$ cat src/rtl/core/scsc_pkg.sv
// Shared constants, codes and types of the shadow call stack checker.
package scsc_pkg;

   localparam int DEFAULT_STACK_DEPTH = 64;

   localparam int XLEN        = 32;
   localparam int ENTRY_W     = 2 * XLEN;
   localparam int STATUS_W    = 3;
   localparam int DEPTH_OUT_W = 7;
   localparam int CSR_IDX_W   = 2;

   localparam int REQ_DATA_W  = 4 * XLEN;
   localparam int RSP_FIELD_W = STATUS_W + 2 * XLEN + DEPTH_OUT_W;
   localparam int RSP_DATA_W  = ((RSP_FIELD_W + 7) / 8) * 8;

   localparam logic [XLEN-1:0] RET_WORD      = 32'h0000_8067;
   localparam logic [XLEN-1:0] ECALL_RESET   = 32'h0000_0073;
   localparam logic [6:0]      OPC_JAL       = 7'h6F;
   localparam logic [6:0]      OPC_JALR      = 7'h67;
   localparam logic [4:0]      RA_REG        = 5'd1;
   localparam logic [XLEN-1:0] RET_ADDR_STEP = 32'd4;

   typedef enum logic [CSR_IDX_W-1:0] {
      CSR_LIBRARY_END = 2'd0,
      CSR_ECALL_WORD  = 2'd1,
      CSR_START_PC    = 2'd2,
      CSR_INITIAL_SP  = 2'd3
   } csr_index_type;

   typedef enum logic [STATUS_W-1:0] {
      STAT_NONE        = 3'd0,
      STAT_PUSHED      = 3'd1,
      STAT_POPPED      = 3'd2,
      STAT_UNDERFLOW   = 3'd3,
      STAT_RA_MISMATCH = 3'd4,
      STAT_SP_MISMATCH = 3'd5,
      STAT_OVERFLOW    = 3'd6
   } status_type;

   typedef enum logic {
      S_IDLE = 1'b0,
      S_EXEC = 1'b1
   } state_type;

   typedef struct packed {
      logic is_pop;
      logic is_call;
   } decode_type;

endpackage

$ cat src/rtl/core/scsc_decode.sv
// Instruction classification: effective word, return/ecall pop and call push.
module scsc_decode
   import scsc_pkg::*;
(
   input  logic [XLEN-1:0] pc,
   input  logic [XLEN-1:0] instr_word,
   input  logic [XLEN-1:0] library_end,
   input  logic [XLEN-1:0] ecall_word,
   output logic [XLEN-1:0] effective_word,
   output decode_type      dec
);

   logic [6:0] opcode;
   logic       link_ra;

   always_comb begin
      effective_word = (pc < library_end) ? ecall_word : instr_word;
      opcode         = effective_word[6:0];
      link_ra        = (effective_word[11:7] == RA_REG)
                       && ((opcode == OPC_JAL) || (opcode == OPC_JALR));
      dec.is_pop     = (effective_word == RET_WORD) || (effective_word == ecall_word);
      dec.is_call    = link_ra && !dec.is_pop;
   end

endmodule

$ cat config.mk
export PLATFORM = sky130hd
export DESIGN_NAME = scsc_decode
export DESIGN_NICKNAME = d
export VERILOG_FILES = /design/src/rtl/core/scsc_pkg.sv /design/src/rtl/core/scsc_decode.sv
export SDC_FILE = /design/constraint.sdc
export NUM_CORES = 1
export LEC_CHECK = 0
export BUFFER_PORTS_ARGS = -buffer_cell sky130_fd_sc_hd__buf_2
export CELL_PAD_IN_SITES_DETAIL_PLACEMENT = 1
export CELL_PAD_IN_SITES_GLOBAL_PLACEMENT = 1
export CORE_MARGIN = 1.5
export CORE_UTILIZATION = 23
export DETAILED_ROUTE_END_ITERATION = 10
export MAX_ROUTING_LAYER = met4
export PLACE_DENSITY_LB_ADDON = 0.1
export SETUP_SLACK_MARGIN = 0.15
export SYNTH_ARGS = -nofsm -noshare
export SYNTH_HDL_FRONTEND = slang
export SYNTH_SLANG_ARGS = --single-unit
$ cat constraint.sdc
create_clock -name vclk -period 1.85
set_clock_uncertainty 0.05 [all_clocks]
set_input_delay 0 -clock vclk [all_inputs]
set_output_delay 0 -clock vclk [all_outputs]
set_load 0.005 [all_outputs]
==> impl_metrics.csv <==
group,metric,value,unit
sta,fin_crit,2210,ps
cells_and_area,nets,544,
routing,dr.pass1.iters,4,
cells_and_area,seq_area,0,um^2
worst_setup_path,critPathArrivalTime,2160,ps
floorplan,die_w,90.8,um
sta,max_clock_freq,453,MHz
grt,grt_pass1_vias,2449,
sta,worst_slew_pin_slew,493,ps
routing,drcViolationCount,0,
worst_setup_path,required,1800,ps
pwr,max-vdd-ir-drop,122,uV
worst_setup_path,cpMaxStageDelayCell,"a221o_1",
cells_and_area,final_layout_size_suffix_gt1_frac,0.668,
job,maxCapViolCount,0,
place,placed_area,2880,um^2
synthesis,yosysTopAreaCell,"mux2_4",
worst_setup_path,path_class,"input pin to output port",
place,portBuffers,162,
status,violations,"setup timing",
routing,vias,2208,
worst_setup_path,crit_path_end_kind,"output port",
pwr,p_per_area,296,nW/um^2
pwr,cellLeakagePower,0.00174,uW
synthesis,ys_top_cells_by_count,"32 x inv_1, 32 x xnor2_1, 31 x ha_1",
synthesis,syn-instance-count,201,
worst_setup_path,cpMostUsedCell,"buf_6",
floorplan,die_h,90.8,um
grt,grt_overflow,0,
place,dp_hpwl,6140,um
floorplan,rows,31,
sta,setup_viol,34,
cells_and_area,seq_cells,0,
worst_setup_path,critPathBufInv,5,
sta,hold_ws,266,ps
routing,routed_wl,7330,um
floorplan,ios,162,
hold_path,min_to,"effective_word[9]",
synthesis,yosys.cell_types.count,32,
grt,antenna_found_initial,0,
synthesis,syn_nets,360,
routing,vias_per_cell,4.58,
worst_setup_path,cp-start-kind,"input pin",
synthesis,synth_top_area_frac,0.254,
synthesis,avgSynthCellArea,8.81,um^2
routing,post_drt_wl_per_cell,15.2,um
sta,rsz0062_at_grt,"yes",
sta,finalHoldViolCount,0,
place,routabilityCongestion,0.804,
synthesis,synthTopCellsByArea,"mux2_4 25%, ha_1 22%, xnor2_1 16%",
cells_and_area,fillers,897,
sta,drv_slew,0,
synthesis,seq_area_frac_synth,0,
cells_and_area,final_cells,482,
hold_path,holdPathStages,3,
clock_tree,cts-hold-fix-buffers,0,
hold_path,hold_start,"ecall_word[9]",
cells_and_area,utilization,0.472,
hold_path,min_path_type,"input pin to output port",
sta,min_period_over_period,1.19,
worst_setup_path,critPathMaxFanout,5,
cells_and_area,multi_input_area,1830,um^2
sta,timing.final.ws_setup,-356,ps
synthesis,syn_area,1770,um^2
status,status,"finished with violations",
cells_and_area,fin_area,3480,um^2
worst_setup_path,cp_num_cells,12,
worst_setup_path,max_stage_delay,330,ps
floorplan,die-area,8240,um^2
cells_and_area,syn_to_final_growth,96.3,%
sta,slew-limit-headroom,0.668,
floorplan,start_util,0.240,
grt,grt_use_total,0.176,
cells_and_area,n_clock_buffer,0,
floorplan,coreArea,7370,um^2
routing,drt-initial-drc-count,26,
routing,ant_nets,0,
place,placed_cells,472,
worst_setup_path,critPathTopFamily,"compound AO/OA/AOI/OAI gates",
grt,grt_pass1_wl,11600,um
grt,grt_max_degree,14,
cells_and_area,num_antenna_cells,0,
synthesis,yosysWarnings,0,
worst_setup_path,worstPathCellList,"buf_8 -> inv_12 -> ha_4 -> a21o_1 -> a221o_1 -> a221oi_2 -> o21a_1 -> and2_4 -> buf_6 -> buf_16 -> mux2_4 -> buf_6",
-- report_power, final --
| part | leakage (uW) | internal [uW] | switching, uW | total, uW |
|---|---|---|---|---|
| clock network | 0 | 0 | 0 | 0 |
| logic | 0.00174 | 639 | 390 | 1030 |
| registers | 0 | 0 | 0 | 0 |
-- metal layers --
layer | global-route usage | part of all wire | vias up | routed length (um)
met3 | 0.0109 | 0.050 | 10 | 365
met5 | - | 0 | - | 0
met1 | 0.200 | 0.40 | 999 | 2940
met4 | 0.0265 | 0.016 | 0 | 115
met2 | 0.338 | 0.53 | 100 | 3910
li1 | - | - | 1099 | -
-- worst max-delay path by stage --
| stage | slack [ps] | start | endpoint |
|---|---|---|---|
| after CTS | -360 | library_end[25] | effective_word[14] |
| after global routing | -440 | library_end[25] | effective_word[17] |
| after global placement | -420 | library_end[25] | effective_word[15] |
| after floorplan | 30 | library_end[25] | effective_word[10] |
| final | -360 | library_end[25] | effective_word[17] |
| after detailed placement | -440 | library_end[25] | effective_word[19] |
-- layout make-up --
| class | instances | share of cell area |
|---|---|---|
| inverter | 32 | 0.0425 |
| multi-input combinational | 165 | 0.525 |
| tap | 99 | 0.0356 |
| timing repair buffer | 186 | 0.397 |
-- repair_timing --
| action | CTS | global route |
|---|---|---|
| gates cloned | 2 | 0 |
| buffers inserted | 6 | 2 |
| pin swaps | 7 | 14 |
| resized for setup | 61 | 26 |
| endpoints found under the setup margin | 34 | 34 |
| hold endpoints to repair | 0 | 0 |
-- worst min-delay path: cells and delay by family --
family / cells / cell delay [ps]
multiplexers: 1 / 140
buffers and inverters: 2 / 180
-- stage by stage --
step                      setup WS (ps)  power, uW  TNS, ps
after detailed placement           -443        798   -13320
after CTS                          -357        983    -9680
after global placement             -420        785   -12960
after floorplan                    29.5        452        0
after global routing               -435       1110   -12880
final                              -356       1030    -9950
-- cells by family after synthesis --
logic type | Yosys count | synth area share
AO/OA/AOI/OAI | 24 | 0.0975
XOR/XNOR | 32 | 0.158
adder cells (fa/ha/maj) | 31 | 0.219
buffers and inverters | 36 | 0.108
multiplexers | 32 | 0.267
AND/OR/NAND/NOR | 46 | 0.150
-- placed cells by master (no fill, tap or decap), types with 2 or more instances in the layout --
| cell | n |
|---|---|
| inv_4 | 3 |
| mux2_4 | 31 |
| a21o_1 | 2 |
| buf_16 | 2 |
| buf_2 | 114 |
| ha_4 | 14 |
| buf_6 | 50 |
| a2111oi_4 | 2 |
| nor4_1 | 6 |
| xnor2_1 | 32 |
| o21a_1 | 2 |
| nand4_1 | 13 |
| ha_1 | 17 |
| inv_1 | 18 |
| inv_2 | 9 |
| o21ai_0 | 3 |
| and2_4 | 2 |
| buf_12 | 2 |
| or4_1 | 2 |
| nand3_1 | 2 |
| nand2_1 | 11 |
| buf_4 | 16 |
| buf_8 | 2 |
| a21oi_1 | 9 |
Note: power is estimated with default switching activity, not from simulation.
